**src/rtl/dsc_pkg.sv**
```systemverilog
`default_nettype none
package dsc_pkg;

  // parameter defaults
  localparam int COORD_BITS_DEF    = 12;
  localparam int CORDIC_STAGES_DEF = 16;

  // datapath widths
  localparam int HW = 34;  // hyperbolic x/y
  localparam int CW = 34;  // circular x/y
  localparam int ZW = 20;  // angle accumulators

  // fixed-point constants
  localparam int LN2_HALF = 22713;
  localparam int LN_TENTH = -150903;
  localparam int PI_Q16   = 205887;
  localparam int ONE_Q16  = 65536;

  // register indexes
  localparam logic [2:0] REG_WIDTH  = 3'd0;
  localparam logic [2:0] REG_HEIGHT = 3'd1;
  localparam logic [2:0] REG_TIGHT  = 3'd2;
  localparam logic [2:0] REG_REPS   = 3'd3;
  localparam logic [2:0] REG_FIRST  = 3'd4;
  localparam logic [2:0] REG_SECOND = 3'd5;

  typedef struct packed {
    logic [11:0] pixel_x;
    logic [11:0] pixel_y;
  } in_t;

  typedef struct packed {
    logic [47:0] pixel_color;
    logic        takes_first;
  } out_t;

  typedef struct packed {
    logic [12:0]        image_width;
    logic [12:0]        image_height;
    logic signed [15:0] spiral_tightness;
    logic signed [15:0] repetitions;
    logic [47:0]        first_color;
    logic [47:0]        second_color;
  } cfg_t;

  // state handed from cell to cell
  typedef struct packed {
    logic signed [HW-1:0] hx;
    logic signed [HW-1:0] hy;
    logic signed [ZW-1:0] hz;
    logic signed [CW-1:0] cx;
    logic signed [CW-1:0] cy;
    logic signed [ZW-1:0] cz;
    logic [4:0]           e;
    logic                 zero;
  } cord_t;

  // hyperbolic shift for iteration k, with repeats at 4 and 13
  function automatic int hyp_shift(input int k);
    int i;
    bit rep;
    i = 1;
    rep = 1'b0;
    for (int j = 0; j < k; j++) begin
      if ((i == 4 || i == 13) && !rep) begin
        rep = 1'b1;
      end else begin
        rep = 1'b0;
        i++;
      end
    end
    return i;
  endfunction

  // atanh(2^-(idx+1)) in q16
  function automatic int atanh_q16(input int idx);
    case (idx)
      0: return 35999;  1: return 16739;  2: return 8235;  3: return 4101;
      4: return 2049;   5: return 1024;   6: return 512;   7: return 256;
      8: return 128;    9: return 64;     10: return 32;   11: return 16;
      12: return 8;     13: return 4;     14: return 2;    15: return 1;
      default: return 0;
    endcase
  endfunction

  // atan(2^-idx)/pi in q16
  function automatic int atan_pi_q16(input int idx);
    case (idx)
      0: return 16384;  1: return 9672;   2: return 5110;  3: return 2594;
      4: return 1302;   5: return 652;    6: return 326;   7: return 163;
      8: return 81;     9: return 41;     10: return 20;   11: return 10;
      12: return 5;     13: return 3;     14: return 1;    15: return 1;
      default: return 0;
    endcase
  endfunction

endpackage
`default_nettype wire

```
**src/rtl/dsc_post.sv**
```systemverilog
`default_nettype none
module dsc_post (
  input  wire logic           clk,
  input  wire logic           rst_n,
  input  wire dsc_pkg::cfg_t  cfg,
  input  wire logic           in_valid,
  output logic                in_ready,
  input  wire dsc_pkg::cord_t in_c,
  output logic                out_valid,
  input  wire logic           out_ready,
  output dsc_pkg::out_t       out_data
);

  logic v1_r, v2_r, v3_r, v4_r;
  logic rdy1, rdy2, rdy3, rdy4;
  logic signed [21:0] lr1_r, lr2_r;
  logic signed [19:0] a1_r, a2_r;
  logic signed [35:0] ta_r;
  logic signed [30:0] p_r;
  logic signed [47:0] u_r, v_r;
  dsc_pkg::out_t o_r;

  assign rdy4     = !v4_r || out_ready;
  assign rdy3     = !v3_r || rdy4;
  assign rdy2     = !v2_r || rdy3;
  assign rdy1     = !v1_r || rdy2;
  assign in_ready = rdy1;

  // log radius, centre case and twist product
  logic signed [5:0]  em2;
  logic signed [21:0] lr_nxt;
  logic signed [19:0] a_nxt;
  always_comb begin
    em2 = $signed({1'b0, in_c.e}) - 6'sd2;
    if (in_c.zero) begin
      lr_nxt = 22'(dsc_pkg::LN_TENTH);
      a_nxt  = '0;
    end else begin
      lr_nxt = 22'(in_c.hz) + 22'(em2) * 22'sd22713;
      a_nxt  = in_c.cz;
    end
  end

  // rounded twist term in q16
  logic signed [54:0] tp;
  always_comb begin
    tp = 55'(ta_r) * 55'(dsc_pkg::PI_Q16) + (55'sd1 <<< 23);
  end

  // parity tests
  logic bu, bv;
  always_comb begin
    bu = u_r[47] || !u_r[24];
    bv = v_r[47] || !v_r[24];
  end

  always_ff @(posedge clk) begin
    if (!rst_n) begin
      v1_r <= 1'b0;
      v2_r <= 1'b0;
      v3_r <= 1'b0;
      v4_r <= 1'b0;
    end else begin
      if (rdy1) v1_r <= in_valid;
      if (rdy2) v2_r <= v1_r;
      if (rdy3) v3_r <= v2_r;
      if (rdy4) v4_r <= v3_r;
    end
  end

  always_ff @(posedge clk) begin
    if (rdy1 && in_valid) begin
      lr1_r <= lr_nxt;
      a1_r  <= a_nxt;
      ta_r  <= 36'(cfg.spiral_tightness) * 36'(a_nxt);
    end
    if (rdy2 && v1_r) begin
      lr2_r <= lr1_r;
      a2_r  <= a1_r;
      p_r   <= 31'(tp >>> 24);
    end
    if (rdy3 && v2_r) begin
      u_r <= (48'(lr2_r) - 48'(p_r)) * 48'(cfg.repetitions);
      v_r <= 48'(a2_r) * 48'(cfg.repetitions);
    end
    if (rdy4 && v3_r) begin
      o_r.takes_first <= (bu != bv);
      o_r.pixel_color <= (bu != bv) ? cfg.first_color : cfg.second_color;
    end
  end

  assign out_valid = v4_r;
  assign out_data  = o_r;

endmodule
`default_nettype wire

```
**config.mk**
```make
export PLATFORM = sky130hd
export DESIGN_NAME = dsc_post
export DESIGN_NICKNAME = d
export VERILOG_FILES = /design/src/rtl/dsc_pkg.sv /design/src/rtl/dsc_post.sv
export SDC_FILE = /design/constraint.sdc
export NUM_CORES = 2
export LEC_CHECK = 0
export BUFFER_PORTS_ARGS = -buffer_cell sky130_fd_sc_hd__buf_2
export CAP_MARGIN = 25
export CORE_MARGIN = 4
export CORE_UTILIZATION = 63
export CTS_CLUSTER_DIAMETER = 40
export DETAILED_ROUTE_END_ITERATION = 10
export HOLD_SLACK_MARGIN = 0.08
export PLACE_DENSITY = 0.82
export SETUP_SLACK_MARGIN = 0.5
export SLEW_MARGIN = 20
export SYNTH_ARGS = -nofsm -noshare
export SYNTH_HDL_FRONTEND = slang
export SYNTH_SLANG_ARGS = --single-unit
```
**constraint.sdc**
```tcl
create_clock -name clk -period 9.8 [get_ports clk]
set_input_delay 1.96 -clock clk [delete_from_list [all_inputs] [get_ports clk]]
set_output_delay 1.96 -clock clk [all_outputs]
set_load 0.1 [all_outputs]
```
==> impl_metrics.env <==
export IMPL_final_layout_size_suffix_gt1_frac=0.0699
export IMPL_synthAdderAreaFrac=0.569
export IMPL_synth_yosys_seq_area_share=0.0981
export IMPL_cts_htree_levels=1
export IMPL_finalHoldViolations=0
export IMPL_gp_routability_congestion=0.935
export IMPL_cpMaxStageDelayCell="a311oi_1"
export IMPL_worstPathRequired_ns=10.11
export IMPL_utilization=0.676
export IMPL_cts_buffers_inserted=31
export IMPL_drtPass1Iterations=5
export IMPL_cts_buffer_depth=3
export IMPL_synth_mux_area_frac=0.00985
export IMPL_io_pins=391
export IMPL_grt_max_degree=74
export IMPL_synth_edf_count=204
export IMPL_fmaxAchievable_mhz=114
export IMPL_setup_ws_ns=1.02
export IMPL_synth_nets=8977
export IMPL_grt_pass1_wl_mm=254
export IMPL_detail_route_antenna_nets=0
export IMPL_worst_path_most_repeated_cell="fa_1"
export IMPL_synth_xor_area_share=0.0192
export IMPL_cts_tree="done"
export IMPL_routed_wl_mm=152
export IMPL_synth_top_cell_area_share=0.449
export IMPL_crit_type="reg -> reg"
export IMPL_critPathArrivalTime_ns=9.09
export IMPL_fin_worst_skew_ns=0.0176
export IMPL_drv_cap=0
export IMPL_num_vias=45961
export IMPL_yosys_warnings=0
export IMPL_yosys_area_share_simple=0.129
export IMPL_synth_top_cell_by_area="fa_1"
export IMPL_rsz0062_at_grt="false"
export IMPL_first_iter_violations=3369
export IMPL_synth_compound_area_frac=0.0550
export IMPL_synth_top_family_by_area="adder cells"
export IMPL_die_area_um2=106000
export IMPL_start_kind="flop"
export IMPL_syn2layout_area_growth_pct=5.74
export IMPL_min_period_ns=8.78
export IMPL_worst_slew_pin_slew_ns=1.10
export IMPL_post_cts_buffers=0
export IMPL_synth_cell_types=77
export IMPL_endpoint_kind="flop"
export IMPL_dp_hpwl_mm=123
export IMPL_root_buffer="clkbuf_16"
export IMPL_dp_cells=7951
export IMPL_clkTransAtPathRegs_ns=0.06
export IMPL_slew_headroom=0.269
export IMPL_grt_pass1_vias=50663
export IMPL_crit_fanout=9
export IMPL_nets=9066
export IMPL_post_route_period_util=0.896
export IMPL_syn_avg_cell_area_um2=9.57
export IMPL_synthArstFlopShare=0
export IMPL_dieWidth_um=325
export IMPL_setup_viol=0
export IMPL_viasPerCell=5.74
export IMPL_fp_coreArea_um2=99000
export IMPL_grt_ovfl_total=0
export IMPL_fp_dieH_um=325
export IMPL_grt_total_usage=0.297
export IMPL_antenna_found_initial=5
export IMPL_wl_per_cell_um=19.0
export IMPL_rows=115
export IMPL_pre_cts_slack_ns=0.580
export IMPL_holdBufCountCts=0
export IMPL_yosys_top_cells_area="fa_1 (45%), ha_1 (12%), inv_1 (10%)"
export IMPL_syn_area_um2=63300
export IMPL_initial_core_util=0.639
export IMPL_outcome="completed"
export IMPL_maxSlewViolCount=0
export IMPL_clk_latency_ns=0.59
export IMPL_io_buffers=228
export IMPL_drc_errors=0
export IMPL_fin_cells=8014
export IMPL_synth_ff_type="edfxtp_1"
export IMPL_slowest_delay_ns=0.75
export IMPL_cts_num_sinks=208
export IMPL_ys_ff_latch=208
export IMPL_synth_cells=6610
export IMPL_hold_class="reg -> reg"
export IMPL_setup_tns_ns=0
-- final timing paths --
| path | from | endpoint | slack [ns] | cells past startpoint |
|---|---|---|---|---|
| worst min-delay path | a1_r[18]$_DFFE_PP_ | a2_r[18]$_DFFE_PP_ | 0.41 | 0 |
| worst max-delay path | lr2_r[7]$_DFFE_PP_ | u_r[47]$_DFFE_PP_ | 1.02 | 25 |
| worst min register to register | a1_r[18]$_DFFE_PP_ | a2_r[18]$_DFFE_PP_ | 0.41 | 0 |
| worst max register to register | lr2_r[7]$_DFFE_PP_ | u_r[47]$_DFFE_PP_ | 1.02 | 25 |
-- area by class of cell --
type	instances	area, um2
clock inverter	24	277
clock buffer	33	783
sequential	208	6210
tap	1287	1610
antenna	4	10.0
timing repair buffer	321	1870
inverter	1740	6530
multi-input combinational	4397	49600
fill	7286	32100
-- sequential cells by signal (all words and copies together) (netlist names), 2 cells and up --
signal / count
a1_r: 20
a2_r: 20
lr1_r: 22
lr2_r: 22
out_data: 49
p_r: 31
ta_r: 36
u_r: 2
v_r: 2
-- placed cells by master, fill, tap and decap left out, types with 21 or more instances in the layout --
cell type / count
a211oi_1: 22
a21o_1: 82
a21oi_1: 117
a311oi_1: 23
and2_1: 431
and3_1: 21
buf_2: 228
buf_4: 91
clkbuf_16: 31
edfxtp_1: 204
fa_1: 1419
ha_1: 606
inv_1: 1738
mux2_2: 50
nand2_1: 756
nand2b_1: 54
nand3_1: 49
nand4_1: 26
nor2_1: 131
nor2b_1: 79
nor3_1: 31
nor4_1: 21
o211ai_1: 42
o21ai_0: 75
xnor2_1: 101
xor2_1: 35
-- routing by layer --
layer  global-route usage  share of wire
met2                0.519           0.51
met3               0.0445          0.082
met4                0.113          0.042
met1                0.375           0.37
met5                    0              0
-- what timing repair did --
action	CTS	global route
gates resized for setup	0	2
hold endpoints to repair	0	0
endpoints found under the setup margin	0	1
-- stage by stage --
step	instance area, um2	hold slack (ns)
global route	66900	0.421
CTS	66800	0.417
finish	66900	0.412
global placement	65800	0.402
detailed placement	65800	0.405
floorplan	63300	0.400
-- Yosys cell counts, types with 6 or more instances --
library cell and count:
a21oi_1 117, o21a_1 16, or2_2 16, nand4_1 26, and4_1 14, xor2_1 35
o211ai_1 42, fa_1 1419, o21ai_0 76, a31oi_1 20, nor2_1 132, a211o_1 6
o22ai_1 10, a21o_1 82, o21bai_1 12, and2_1 431, mux2_2 50, nor4_1 21
nor3_1 32, nand2b_1 54, a2111oi_0 10, nand2_1 756, mux2i_1 6, ha_1 608
xnor2_1 104, a311o_1 11, nand3_1 49, or3_1 7, o31ai_1 6, edfxtp_1 204
buf_2 6, inv_1 1738, a211oi_1 24, a311oi_1 23, a21boi_0 6, nor2b_1 84
buf_1 11, clkbuf_1 247, and3_1 21
-- logic make-up after synthesis --
group | after synthesis
fa+ha+maj | 2027
buf+inv | 2005
simple gates | 1664
compound gates | 511
flops | 208
xor+xnor | 139
mux | 56
-- critical path: cells and delay by family, from the launching register on --
kind / cells / cell delay, ns
buffers and inverters: 3 / 0.20
DFF: 1 / 0.40
xor gates and xnor gates: 1 / 0.14
adders and majority gates: 8 / 3.50
and+or+nand+nor: 6 / 1.56
AOI/OAI and AO/OA: 7 / 2.69
Power is left out: the tool's default activity adds up to more than one toggle a clock period on the data nets, which glitch-free logic cannot reach.
