===== src/rtl/dsc_pkg.sv =====
`default_nettype none
package dsc_pkg;

  // parameter defaults
  localparam int COORD_BITS_DEF    = 12;
  localparam int CORDIC_STAGES_DEF = 16;

  // datapath widths
  localparam int HW = 34;  // hyperbolic x/y
  localparam int CW = 34;  // circular x/y
  localparam int ZW = 20;  // angle accumulators

  // fixed-point constants
  localparam int LN2_HALF = 22713;
  localparam int LN_TENTH = -150903;
  localparam int PI_Q16   = 205887;
  localparam int ONE_Q16  = 65536;

  // register indexes
  localparam logic [2:0] REG_WIDTH  = 3'd0;
  localparam logic [2:0] REG_HEIGHT = 3'd1;
  localparam logic [2:0] REG_TIGHT  = 3'd2;
  localparam logic [2:0] REG_REPS   = 3'd3;
  localparam logic [2:0] REG_FIRST  = 3'd4;
  localparam logic [2:0] REG_SECOND = 3'd5;

  typedef struct packed {
    logic [11:0] pixel_x;
    logic [11:0] pixel_y;
  } in_t;

  typedef struct packed {
    logic [47:0] pixel_color;
    logic        takes_first;
  } out_t;

  typedef struct packed {
    logic [12:0]        image_width;
    logic [12:0]        image_height;
    logic signed [15:0] spiral_tightness;
    logic signed [15:0] repetitions;
    logic [47:0]        first_color;
    logic [47:0]        second_color;
  } cfg_t;

  // state handed from cell to cell
  typedef struct packed {
    logic signed [HW-1:0] hx;
    logic signed [HW-1:0] hy;
    logic signed [ZW-1:0] hz;
    logic signed [CW-1:0] cx;
    logic signed [CW-1:0] cy;
    logic signed [ZW-1:0] cz;
    logic [4:0]           e;
    logic                 zero;
  } cord_t;

  // hyperbolic shift for iteration k, with repeats at 4 and 13
  function automatic int hyp_shift(input int k);
    int i;
    bit rep;
    i = 1;
    rep = 1'b0;
    for (int j = 0; j < k; j++) begin
      if ((i == 4 || i == 13) && !rep) begin
        rep = 1'b1;
      end else begin
        rep = 1'b0;
        i++;
      end
    end
    return i;
  endfunction

  // atanh(2^-(idx+1)) in q16
  function automatic int atanh_q16(input int idx);
    case (idx)
      0: return 35999;  1: return 16739;  2: return 8235;  3: return 4101;
      4: return 2049;   5: return 1024;   6: return 512;   7: return 256;
      8: return 128;    9: return 64;     10: return 32;   11: return 16;
      12: return 8;     13: return 4;     14: return 2;    15: return 1;
      default: return 0;
    endcase
  endfunction

  // atan(2^-idx)/pi in q16
  function automatic int atan_pi_q16(input int idx);
    case (idx)
      0: return 16384;  1: return 9672;   2: return 5110;  3: return 2594;
      4: return 1302;   5: return 652;    6: return 326;   7: return 163;
      8: return 81;     9: return 41;     10: return 20;   11: return 10;
      12: return 5;     13: return 3;     14: return 1;    15: return 1;
      default: return 0;
    endcase
  endfunction

endpackage
`default_nettype wire


===== src/rtl/dsc_cell.sv =====
`default_nettype none
module dsc_cell #(
  parameter int K = 0
) (
  input  wire logic           clk,
  input  wire logic           rst_n,
  input  wire logic           in_valid,
  output logic                in_ready,
  input  wire dsc_pkg::cord_t in_c,
  output logic                out_valid,
  input  wire logic           out_ready,
  output dsc_pkg::cord_t      out_c
);

  localparam int HS = dsc_pkg::hyp_shift(K);
  localparam int ZW = dsc_pkg::ZW;
  localparam logic signed [ZW-1:0] TH = ZW'(dsc_pkg::atanh_q16(HS - 1));
  localparam logic signed [ZW-1:0] TC = ZW'(dsc_pkg::atan_pi_q16(K));

  logic v_r;
  dsc_pkg::cord_t c_r, c_nxt;

  assign in_ready = !v_r || out_ready;

  // one hyperbolic and one circular micro-rotation
  always_comb begin
    c_nxt = in_c;
    if (in_c.hy < 0) begin
      c_nxt.hx = in_c.hx + (in_c.hy >>> HS);
      c_nxt.hy = in_c.hy + (in_c.hx >>> HS);
      c_nxt.hz = in_c.hz - TH;
    end else begin
      c_nxt.hx = in_c.hx - (in_c.hy >>> HS);
      c_nxt.hy = in_c.hy - (in_c.hx >>> HS);
      c_nxt.hz = in_c.hz + TH;
    end
    if (in_c.cy >= 0) begin
      c_nxt.cx = in_c.cx + (in_c.cy >>> K);
      c_nxt.cy = in_c.cy - (in_c.cx >>> K);
      c_nxt.cz = in_c.cz + TC;
    end else begin
      c_nxt.cx = in_c.cx - (in_c.cy >>> K);
      c_nxt.cy = in_c.cy + (in_c.cx >>> K);
      c_nxt.cz = in_c.cz - TC;
    end
  end

  always_ff @(posedge clk) begin
    if (!rst_n) begin
      v_r <= 1'b0;
    end else if (in_ready) begin
      v_r <= in_valid;
    end
  end

  always_ff @(posedge clk) begin
    if (in_ready && in_valid) c_r <= c_nxt;
  end

  assign out_valid = v_r;
  assign out_c     = c_r;

endmodule
`default_nettype wire


===== config.mk =====
export PLATFORM = sky130hd
export DESIGN_NAME = dsc_cell
export DESIGN_NICKNAME = d
export VERILOG_FILES = /design/src/rtl/dsc_pkg.sv /design/src/rtl/dsc_cell.sv
export SDC_FILE = /design/constraint.sdc
export NUM_CORES = 1
export LEC_CHECK = 0
export ABC_AREA = 1
export ABC_CLOCK_PERIOD_IN_PS = 32700
export BUFFER_PORTS_ARGS = -buffer_cell sky130_fd_sc_hd__buf_2
export CORE_MARGIN = 4
export CORE_UTILIZATION = 40
export CTS_CLUSTER_DIAMETER = 40
export DETAILED_ROUTE_END_ITERATION = 10
export PLACE_DENSITY = 0.6
export SYNTH_ARGS = -nofsm -noshare
export SYNTH_HDL_FRONTEND = slang
export SYNTH_SLANG_ARGS = --single-unit

===== constraint.sdc =====
create_clock -name clk -period 32.7 [get_ports clk]
set_input_delay 4.905 -clock clk [delete_from_list [all_inputs] [get_ports clk]]
set_output_delay 4.905 -clock clk [all_outputs]
set_load 0.02 [all_outputs]

==> results.sh, run 1 <==
export IMPL_synthXorXnorAreaFrac_pct=6.636
export IMPL_setup_viol=0
export IMPL_die_w_um=229.7
export IMPL_tightest_slew_ns=1.073
export IMPL_drv_cap=0
export IMPL_synth_area_leader_cell="edfxtp_1"
export IMPL_rrSetupSlack_ns=30.39
export IMPL_core_um2=48150
export IMPL_grt_pass1_vias=20290
export IMPL_cts_hold_buf=0
export IMPL_synthesis_area_um2=19670
export IMPL_vias=20650
export IMPL_initial_core_util_pct=40.85
export IMPL_wl_per_cell_um=19.19
export IMPL_top_layer="met5"
export IMPL_synth_compound_area_share_pct=13.77
export IMPL_post_cts_setup_buffer_count=0
export IMPL_cts_resized=0
export IMPL_worstSetupPathType="input port to primary output"
export IMPL_power_density_nw_per_um2=40.94
export IMPL_outcome="completed"
export IMPL_antenna_found_initial=4
export IMPL_cts_sinks=182
export IMPL_yosysWarnings=0
export IMPL_netlist_cell_type_count=50
export IMPL_viasPerCell=5.317
export IMPL_cts_made_buffers=17
export IMPL_fmax_ghz=0.09765
export IMPL_hpwl_um=62990
export IMPL_synth_simple_gate_area_share_pct=29.93
export IMPL_cp_required_ns=27.79
export IMPL_cts_tree="built"
export IMPL_synth_top_cells_by_count="748 x nand2_1, 389 x inv_1, 287 x nor2_1"
export IMPL_synth_adder_area_share_pct=12.74
export IMPL_synth_top_family_by_area="simple AND/OR/NAND/NOR gates"
export IMPL_post_route_period_util_pct=31.32
export IMPL_drt_initial_drc_count=1463
export IMPL_hold_viol_final=0
export IMPL_synthMostInstantiatedCell="nand2_1"
export IMPL_routed_wl_um=74520
export IMPL_die_h_um=229.7
export IMPL_synth_seq_cells=182
export IMPL_rows=80
export IMPL_cts_root_buffer="clkbuf_16"
export IMPL_hp_start="out_valid$_SDFFE_PN0N_"
export IMPL_maxSlewViolCount=0
export IMPL_htree_num_levels=4
export IMPL_clk_pin_slew_ns=0.08
export IMPL_clkLatencyLatePin_ns=0.51
export IMPL_vdd_ir_drop_worst_mv=0.02553
export IMPL_synth_edf_count=181
export IMPL_r2r_start="out_valid$_SDFFE_PN0N_"
export IMPL_synth_ff_type="edfxtp_1"
export IMPL_ant_nets=0
export IMPL_leakage_nw=11.23
export IMPL_synthArstFlopShare_pct=0
export IMPL_wl_met1_um=31490
export IMPL_fin_crit_ns=10.24
export IMPL_crit_fanout=2
export IMPL_clk_path_buf_depth=2
export IMPL_drt_pass1_iterations=6
export IMPL_synth_area_leaders="edfxtp_1 28%, nand2_1 14%, ha_1 12%"
export IMPL_grt_usage_pct=27.56
export IMPL_netlist_instances=2874
export IMPL_drcViolationCount=0
export IMPL_relSlewSlack_pct=28.47
export IMPL_mappedNetlistNets=3256
export IMPL_start_kind="input port"
export IMPL_gp_congestion=0.9425
export IMPL_synth_top_area_share_pct=27.64
export IMPL_area_growth_pct=15.42
export IMPL_grt_pass1_wl_um=113200
export IMPL_dr_wl_met2_um=36180
export IMPL_finalCoreUtilization_pct=47.15
export IMPL_fillerInstances=4955
export IMPL_dieArea_um2=52780
export IMPL_nNetsFinal=3595
export IMPL_io_buffers=369
export IMPL_grt_overflow_total=0
export IMPL_drive_gt1_share_pct=13.89
export IMPL_grt_max_degree=82
export IMPL_rsz0062_at_grt="false"
export IMPL_hold_class="flip-flop to flip-flop"
export IMPL_critPathArrivalTime_ns=5.34
export IMPL_wl_met3_um=4342
export IMPL_ys_seq_area_share_pct=27.74
export IMPL_avgSynthCellArea_um2=6.843
export IMPL_io_pins=370
export IMPL_final_setup_tns_ns=0
export IMPL_end_kind="primary output"
export IMPL_cp_startpoint="out_ready"
export IMPL_fin_skew_ns=0.01172
export IMPL_synthMuxAreaShare_pct=0.05090
## flip-flops by register name, summed over array words and instances (netlist names)
register and cells:
out_c 181, out_valid 1
## cells in the final DEF, fill, tap and decap left out, drive strengths merged, types with 5 or more instances in the layout
cell type  count
nand3        233
fa             7
clkbuf        17
a21boi         5
nand3b        11
o211ai        10
nand4         36
o21a          12
clkinv         6
xor2         131
xnor2         18
a31oi          5
inv          404
buf          375
o21ai        166
a21oi        247
ha           189
nor4          13
edfxtp       181
a21o          14
nand2        752
o21bai        25
nor3          46
or2            6
nor2         298
o22ai          8
## cells by family after synthesis
logic type | count (synthesis)
xor gates and xnor gates | 149
muxes | 1
AOI/OAI and AO/OA | 497
adders and majority gates | 196
and+or+nand+nor | 1399
buffers and inverters | 450
DFF | 182
## per-layer routing
metal | vias to the layer above | GRT usage, %
met2 | 714 | 48.31
met5 | - | 0
met3 | 118 | 4.493
met1 | 9620 | 34.44
li1 | 10190 | -
met4 | 6 | 9.603
## through the flow
| stage | power, W | cell area [um2] | hold slack [ns] | instances | setup slack (ns) |
|---|---|---|---|---|---|
| after floorplan | 0.0005786 | 19670 | 0.7295 | 2874 | 18.28 |
| after global placement | 0.0007061 | 22080 | 0.5432 | 3850 | 22.46 |
| after detailed placement | 0.0007092 | 22080 | 0.5557 | 3850 | 22.47 |
| after CTS | 0.0009346 | 22690 | 0.5674 | 3882 | 22.46 |
| after global routing | 0.0009894 | 22690 | 0.6063 | 3882 | 22.43 |
| final | 0.0009293 | 22700 | 0.5741 | 3884 | 22.46 |
## path summary, 6_finish.rpt
kind / endpoint / cells past startpoint
setup / recovery: in_ready / 4
hold / removal: out_valid$_SDFFE_PN0N_ / 2
setup reg to reg: out_c[84]$_DFFE_PP_ / 3
hold reg to reg: out_valid$_SDFFE_PN0N_ / 2
## power by group
part           internal (W)  switching (W)  leakage [nW]
combinational      0.000123       0.000275          9.17
sequential         0.000301     0.00000925          1.77
clock              0.000105       0.000117         0.300
total              0.000528       0.000401          11.2
## layout make-up
type	count	area (um2)	share of cell area [%]
clock buffer	17	425.4	1.874
antenna	2	5.005	0.02205
multi-input combinational	2242	12430	54.74
timing repair buffer	375	1892	8.334
inverter	395	1483	6.532
sequential	182	5455	24.03
clock inverter	15	192.7	0.8489
tap	656	820.8	3.616
## worst max-delay path, cell delays in order
cell	delay, ns
buf_2	0.10
inv_1	0.09
nand2_1	0.08
buf_2	0.16
Note: power is estimated with default switching activity, not from simulation.
==> run 2, diff against run 1 <==
--- a/config.mk
+++ b/config.mk
@@ -6,7 +6,7 @@
 export NUM_CORES = 1
 export LEC_CHECK = 0
 export ABC_AREA = 1
-export ABC_CLOCK_PERIOD_IN_PS = 32700
+export ABC_CLOCK_PERIOD_IN_PS = 9700
 export BUFFER_PORTS_ARGS = -buffer_cell sky130_fd_sc_hd__buf_2
 export CORE_MARGIN = 4
 export CORE_UTILIZATION = 40
==> constraint.sdc (replaced) <==
create_clock -name clk -period 9.7 [get_ports clk]
set_input_delay 1.455 -clock clk [delete_from_list [all_inputs] [get_ports clk]]
set_output_delay 1.455 -clock clk [all_outputs]
set_load 0.02 [all_outputs]
==> results.sh, run 2 (synthesis results as in run 1) <==
export IMPL_cts_root_buffer="clkbuf_16"
export IMPL_maxSlewViolCount=0
export IMPL_layout_common_cells="748 x nand2_1, 388 x inv_1, 369 x buf_2, 287 x nor2_1, 243 x a21oi_1"
export IMPL_path_cells="buf_2 > buf_4 > inv_2 > buf_4 > o21ai_0 > nand2_1 > xor2_1 > ha_1 > nand2_1 > inv_1 > a21boi_0 > nand2_1 > a211oi_1 > nand2_1 > nand2_1 > nand2_1"
export IMPL_tightest_slew_ns=0.8604
export IMPL_cts_tree="built"
export IMPL_grt_pass1_wl_um=112800
export IMPL_die_w_um=229.7
export IMPL_power_density_nw_per_um2=137.6
export IMPL_relSlewSlack_pct=42.64
export IMPL_critPathArrivalTime_ns=4.69
export IMPL_grt_overflow_total=0
export IMPL_final_common_cell="nand2_1"
export IMPL_clk_pin_slew_ns=0.08
export IMPL_fmax_ghz=0.2269
export IMPL_routed_wl_um=74390
export IMPL_finalCoreUtilization_pct=47.11
export IMPL_setup_viol=0
export IMPL_dieArea_um2=52780
export IMPL_end_kind="flip-flop"
export IMPL_drv_cap=0
export IMPL_io_pins=370
export IMPL_fin_crit_ns=4.408
export IMPL_htree_num_levels=4
export IMPL_antenna_found_initial=2
export IMPL_cts_sinks=182
export IMPL_core_um2=48150
export IMPL_outcome="completed"
export IMPL_grt_max_degree=67
export IMPL_area_growth_pct=15.34
export IMPL_clkLatencyLatePin_ns=0.51
export IMPL_leakage_nw=11.23
export IMPL_drcViolationCount=0
export IMPL_rows=80
export IMPL_hold_class="flip-flop to flip-flop"
export IMPL_drt_pass1_iterations=5
export IMPL_rrSetupSlack_ns=7.38
export IMPL_nNetsFinal=3597
export IMPL_viasPerCell=5.344
export IMPL_cp_required_ns=9.98
export IMPL_fillerInstances=4978
export IMPL_drt_initial_drc_count=1627
export IMPL_vias=20760
export IMPL_rsz0062_at_grt="false"
export IMPL_antennaDiodeCount=0
export IMPL_cts_resized=0
export IMPL_post_route_period_util_pct=45.44
export IMPL_wl_per_cell_um=19.15
export IMPL_io_buffers=369
export IMPL_path_delay_family="buffers and inverters"
export IMPL_gp_congestion=1.018
export IMPL_grt_pass1_vias=20420
export IMPL_max_stage_delay_ns=0.51
export IMPL_initial_core_util_pct=40.85
export IMPL_vdd_ir_drop_worst_mv=0.1463
export IMPL_grt_usage_pct=27.45
export IMPL_drive_gt1_share_pct=13.88
export IMPL_crit_slowest_cell="buf_4"
export IMPL_final_setup_tns_ns=0
export IMPL_hpwl_um=62960
export IMPL_cts_made_buffers=17
export IMPL_hold_viol_final=0
export IMPL_critical_path_buf_inv_count=5
export IMPL_cts_hold_buf=0
export IMPL_start_kind="input port"
export IMPL_ant_nets=0
export IMPL_worstSetupPathType="input port to flip-flop"
export IMPL_post_cts_setup_buffer_count=0
export IMPL_die_h_um=229.7
export IMPL_crit_path_frequent_cell="nand2_1"
export IMPL_largest_register_ffs=181
export IMPL_clk_path_buf_depth=2
export IMPL_crit_fanout=58
export IMPL_fin_skew_ns=0.009918
[run 2: changes by cell type in the layout (fill, tap and decap cells not counted), sizes merged]
cell	previous run	this run
bufinv	0	1
clkinvlp	0	1
inv	404	400
diode	2	0
clkinv	6	8
buf	375	377
[run 2: power by group]
part           switching, W  internal, W
clock              0.000372     0.000363
combinational      0.000923     0.000415
sequential        0.0000351      0.00101
total               0.00133      0.00179
[run 2: metrics by stage]
step	hold slack (ns)	cells	setup WS [ns]	instance area (um2)	power (W)
6_report	0.5585	3884	5.292	22680	0.003121
5_1_grt	0.5820	3884	4.895	22680	0.003316
4_1_cts	0.5636	3884	5.340	22680	0.003136
3_5_place_dp	0.5522	3852	4.805	22090	0.002390
3_3_place_gp	0.5400	3852	4.777	22090	0.002384
2_1_floorplan	0.7423	2874	2.463	19670	0.001944
[run 2: layout make-up]
class | count | area [um2] | share of cell area (%)
clock buffer | 17 | 425.4 | 1.875
clock inverter | 15 | 166.4 | 0.7336
inverter | 395 | 1483 | 6.536
multi-input combinational | 2242 | 12430 | 54.78
sequential | 182 | 5455 | 24.05
tap | 656 | 820.8 | 3.619
timing repair buffer | 377 | 1907 | 8.406
[run 2: worst register-to-register path, stage by stage (launching register included)]
cell and delay (ns):
dfxtp_1 0.34, a21oi_4 0.16, buf_4 0.62, buf_4 0.78
[run 2: path summary, 6_finish.rpt]
check / start / end / depth (start not counted)
min: out_valid$_SDFFE_PN0N_ / out_valid$_SDFFE_PN0N_ / 2
max: in_c[147] / out_c[176]$_DFFE_PP_ / 16
min reg2reg: out_valid$_SDFFE_PN0N_ / out_valid$_SDFFE_PN0N_ / 2
max reg2reg: out_valid$_SDFFE_PN0N_ / out_c[90]$_DFFE_PP_ / 3
[run 2: layer usage]
| layer | wire, um | vias up | GRT usage (%) | part of all wire, % |
|---|---|---|---|---|
| met5 | 27 | - | 0 | 0.036 |
| met2 | 36130 | 784 | 48.13 | 49 |
| met1 | 30330 | 9651 | 33.18 | 41 |
| met4 | 3169 | 4 | 11.66 | 4.3 |
| met3 | 4742 | 123 | 4.889 | 6.4 |
| li1 | - | 10190 | - | - |
